==> src/sync_sequence_correlator_detector_core_assert.svh <==
// Assertion macros for the sync sequence correlator.
`ifndef SYNC_SEQUENCE_CORRELATOR_DETECTOR_CORE_ASSERT_SVH
`define SYNC_SEQUENCE_CORRELATOR_DETECTOR_CORE_ASSERT_SVH
`ifndef ASSERT_OFF
`define SSCD_ASSERT_IMP(label, ante, cons) \
  label: assert property (@(posedge clk) disable iff (!rst_n) (ante) |-> (cons)) \
    else $error("assertion failed");
`define SSCD_ASSERT_NXT(label, ante, cons) \
  label: assert property (@(posedge clk) disable iff (!rst_n) (ante) |=> (cons)) \
    else $error("assertion failed");
`else
`define SSCD_ASSERT_IMP(label, ante, cons)
`define SSCD_ASSERT_NXT(label, ante, cons)
`endif
`endif

==> src/sscd_pkg.sv <==
// Shared types and constants for the sync sequence correlator.
package sscd_pkg;
  localparam int TAPS = 128;
  localparam int SW = 16;
  localparam int IDXW = $clog2(TAPS);
  localparam int ACCW = 48;
  localparam logic [1:0] OP_SAMPLE = 2'd0;
  localparam logic [1:0] OP_LOAD = 2'd1;
  localparam logic [1:0] OP_RESTART = 2'd2;
  localparam logic [23:0] THRESHOLD_RESET = 24'd7000;

  typedef enum logic [3:0] {
    ST_IDLE = 4'b0001, ST_SCAN = 4'b0010, ST_SQRT = 4'b0100, ST_OUT = 4'b1000
  } state_t;

  // per-cell control from the sequencer
  typedef struct packed {
    logic shift;
    logic rotate;
    logic clear;
  } cell_ctl_t;
endpackage

==> src/sscd_cell.sv <==
// One window cell: holds a sample and a tap, passes both to its neighbor.
module sscd_cell import sscd_pkg::*; (
  input  logic                   clk,
  input  logic                   rst_n,
  input  cell_ctl_t              ctl,
  input  logic                   tap_we,
  input  logic signed [15:0]     tap_re_in,
  input  logic signed [15:0]     tap_im_in,
  input  logic signed [SW-1:0]   s_re_in,
  input  logic signed [SW-1:0]   s_im_in,
  input  logic signed [15:0]     t_re_in,
  input  logic signed [15:0]     t_im_in,
  output logic signed [SW-1:0]   s_re,
  output logic signed [SW-1:0]   s_im,
  output logic signed [15:0]     t_re,
  output logic signed [15:0]     t_im
);
  logic signed [SW-1:0] s_re_r, s_im_r;
  logic signed [15:0] t_re_r, t_im_r;

  // sample slot: shift or rotate, cleared by restart
  always_ff @(posedge clk) begin
    if (!rst_n || ctl.clear) begin
      s_re_r <= '0;
      s_im_r <= '0;
    end else if (ctl.shift || ctl.rotate) begin
      s_re_r <= s_re_in;
      s_im_r <= s_im_in;
    end
  end

  // tap slot: rotates with the sample, written by a load
  always_ff @(posedge clk) begin
    if (tap_we) begin
      t_re_r <= tap_re_in;
      t_im_r <= tap_im_in;
    end else if (ctl.rotate) begin
      t_re_r <= t_re_in;
      t_im_r <= t_im_in;
    end
  end

  assign s_re = s_re_r;
  assign s_im = s_im_r;
  assign t_re = t_re_r;
  assign t_im = t_im_r;
endmodule

==> config.mk <==
export PLATFORM = sky130hd
export DESIGN_NAME = sscd_cell
export DESIGN_NICKNAME = d
export VERILOG_FILES = /design/src/sync_sequence_correlator_detector_core_assert.svh /design/src/sscd_pkg.sv /design/src/sscd_cell.sv
export SDC_FILE = /design/constraint.sdc
export NUM_CORES = 1
export LEC_CHECK = 0
export ABC_AREA = 0
export BUFFER_PORTS_ARGS = -buffer_cell sky130_fd_sc_hd__buf_2
export CORE_ASPECT_RATIO = 0.7
export CORE_MARGIN = 5
export CORE_UTILIZATION = 43
export CTS_CLUSTER_DIAMETER = 60
export DETAILED_ROUTE_END_ITERATION = 8
export GPL_ROUTABILITY_DRIVEN = 0
export GPL_TIMING_DRIVEN = 0
export PLACE_DENSITY = 0.86
export SYNTH_ARGS = -nofsm -noshare
export SYNTH_HDL_FRONTEND = slang
export SYNTH_SLANG_ARGS = --single-unit
==> constraint.sdc <==
create_clock -name clk -period 1.6 [get_ports clk]
set_input_delay 0.32 -clock clk [delete_from_list [all_inputs] [get_ports clk]]
set_output_delay 0.32 -clock clk [all_outputs]
set_load 0.01 [all_outputs]
# Yosys cells after proc, flatten, opt, wreduce, memory -nomap -nowiden

Index checks and enable logic that the tools add are counted.

Register bits after elaboration: 64
Input port bits: 102
Output and inout port bits: 64
Word-level logic and storage cells: 12

Mux-type cells: 4
Reductions and logical operators: 4

Operators by type and width:

| operator           | count |
|---|---|
| $mux W16           | 4 |
| $logic_or A1 B1 Y1 | 2 |
| $reduce_bool A2 Y1 | 1 |
| $logic_not A1 Y1   | 1 |

# Longest topological paths before layout

Depth after elaboration: 2
Depth in mapped cells: 4
Gate-level depth less buffers: 2

# Least setup slack after synthesis

Ideal clock, no wire load.

Path kind: in2reg
From: in tap_we
To: reg t_im_r[0] (netlist: t_im[0]) (enable)
Setup time: 0.375 ns
Data arrival time: 1.150 ns
Data required time: 1.225 ns
Setup slack: 0.075 ns
Stages on the path: 3
Buffers on the path: 2
Path through: buf_2 > buf_2 > or2_2

Cells in the longest elaborated chain, start to end: 1

RTL lines:

| what                         | line            | text |
|---|---|---|
| from (decl)                  | sscd_cell.sv:6  | `input logic tap_we,` |
| $reduce_bool A2 Y1 (no line) | --              |  |
| to (signal assigned)         | sscd_cell.sv:36 | `t_im_r <= tap_im_in;` |
| to (signal assigned)         | sscd_cell.sv:39 | `t_im_r <= t_im_in;` |
| to (decl)                    | sscd_cell.sv:19 | `logic signed [15:0] t_re_r, t_im_r;` |

No other way between the ends.
A chain may end at the register's enable or synchronous reset.

# Worst setup path in the final report

From: in ctl[1] (netlist bit)
To: reg t_im_r[13] (netlist: t_im[13]) (enable)

Cells in the longest elaborated chain, start to end: 1

RTL lines:

| what                         | line           | text |
|---|---|---|
| from (decl)                  | sscd_cell.sv:5 | `input cell_ctl_t ctl,` |
| $reduce_bool A2 Y1 (no line) | --             |  |

No other way between the ends.

==> results_dict.tcl <==
set metrics [dict create \
    design_power_total_mw 3.827 \
    place_inst 455 \
    nNetsFinal 490 \
    min_period_ns 1.489 \
    fmax_ghz 0.6714 \
    die_area_um2 7989 \
    core-area_um2 6156 \
    diodes 0 \
    hold_violations 0 \
    worst_pin_slew_ns 0.7410 \
    final_cell_count_no_fill 471 \
    p_leak_nw 1.684 \
    r2r_slack_ns 0.65 \
    syn2layout_area_growth_pct 41.06 \
    rsz0062_at_grt "no" \
    drc_errors 0 \
    dr_total_vias 2331 \
    drt_iter0_drc 95 \
    rows 24 \
    cp_data_arrival_time_ns 1.44 \
    power.density_nw_per_um2 1005 \
    grt_usage_pct 18.55 \
    syn-num-nets 317 \
    finalSetupTns_ns 0 \
    fin_skew_ns 0 \
    syn_area_um2 2700 \
    maxCapViolCount 0 \
    routed_wirelength_mm 7.521 \
    clock_latency_ns 0.32 \
    antenna_left 0 \
    numPortBuffers 162 \
    critPathMaxFanout 32 \
    ys_warn_count 0 \
    startpoint_type "input port" \
    cts_hold_buf 0 \
    clock_tree.buffer_depth 2 \
    hold_path_class "input port to flip-flop" \
    synthCells 215 \
    critical_path_class "input port to flip-flop" \
    die_x_um 104.7 \
    setup_violations 0 \
    synth_seq_area_share_pct 59.31 \
    synth_top_area_cell "edfxtp_1" \
    clk_pin_slew_ns 0.06 \
    max-vdd-ir-drop_mv 0.5930 \
    fill_cells 505 \
    die_y_um 76.30 \
    dr.pass1.iters 4 \
    end_kind "flip-flop" \
    slew_headroom_pct 50.60 \
    overflow 0 \
    synth_area_per_cell_um2 12.56 \
    grt_start_max_net_pins 33 \
    startpoint "ctl[1]" \
    start_util_pct 43.86 \
    wl_per_cell_um 15.97 \
    yosysTopAreaCellShare_pct 35.59 \
    synth.distinct_cells 13 \
    r2r-start "s_re[15]" \
    cts_max_level 3 \
    cts_resized 0 \
    drive_gt1_share_pct 55.98 \
    grt_pass1_wl_mm 11.92 \
    vias_per_cell 4.949 \
    numCtsBuffers 9 \
    clock-sinks 64 \
    post-cts-setup-buffers 0 \
    yosys_register_bits 64 \
    hold_slack_ns 0.2542 \
    crit_required_ns 1.55 \
    layout_worst_path_cycle_share_pct 93.08 \
    cts-root-buf "clkbuf_8" \
    run_status "complete, no violations" \
    slew_violations 0 \
    dp_hpwl_mm 5.979 \
    cts_tree "done" \
    netlist_top_cells_area "edfxtp_1 36%, dfxtp_1 24%, mux2_2 13%" \
    io_pins 166 \
    hp-start "s_re_in[1]" \
    antenna_found_initial 0 \
    grt_pass1_vias 2366 \
]
## worst paths after layout
path,to,depth (start not counted)
setup / recovery,t_im[13],3
hold / removal,s_re[1],3
setup reg to reg,s_re[15],2
hold reg to reg,s_re[0],2
## sequential cells by signal, indices dropped and copies added, names as in the netlist
| name | flops |
|---|---|
| s_im | 16 |
| s_re | 16 |
| t_im | 16 |
| t_re | 16 |
## final cells by class
| cell class | instances | area [um2] | share of cell area, % |
|---|---|---|---|
| Buffer | 21 | 125.1 | 3.285 |
| Clock buffer | 13 | 160.2 | 4.205 |
| Clock inverter | 3 | 40.04 | 1.051 |
| Multi-Input combinational cell | 130 | 973.4 | 25.56 |
| Sequential cell | 64 | 1602 | 42.05 |
| Tap cell | 78 | 97.59 | 2.562 |
| Timing Repair Buffer | 162 | 810.8 | 21.29 |
## report_power, final
part	internal, mW	total (mW)	switching (mW)
clock network	0.811	1.38	0.569
registers	1.86	1.89	0.0364
logic	0.273	0.551	0.279
## critical path, stage by stage
cell	delay [ns]
buf_6	0.11
clkbuf_1	0.32
or2_2	0.68
## Yosys cell counts
master    number
a21oi_1       32
dfxtp_1       32
edfxtp_1      32
mux2_2        32
o21ai_0       32
or3b_1        32
clkbuf_1       8
buf_2          6
buf_6          5
buf_1          1
clkbuf_2       1
nand2b_1       1
or2_2          1
## logic make-up after synthesis
kind of cell	Yosys count	synth area share (%)
AO/OA/AOI/OAI	64	11.86
buffers and inverters	21	4.634
flip-flops	64	59.31
multiplexers	32	13.35
AND/OR/NAND/NOR	34	10.84
## metal layers
metal	wire length, um	GRT usage, %
met2	3947	31.98
met3	469	5.588
met5	0	0
met1	3046	22.17
met4	57	6.003
## cell usage in the layout, fill, tap and decap left out, drive strengths merged
cell    instances
mux2           32
nand2b          1
bufinv          1
or2             1
edfxtp         32
buf           174
o21ai          32
a21oi          32
clkinv          2
dfxtp          32
or3b           32
clkbuf         22
## through the flow
stage	util, %	cell area (um2)	worst slack, ns
5_1_grt	61.87	3809	0.05523
6_report	61.87	3809	0.1107
3_3_place_gp	58.62	3608	-0.2088
2_1_floorplan	-	2700	0.07527
3_5_place_dp	58.62	3608	-0.2302
4_1_cts	61.87	3809	0.1317
Note: power is estimated with default switching activity, not from simulation.
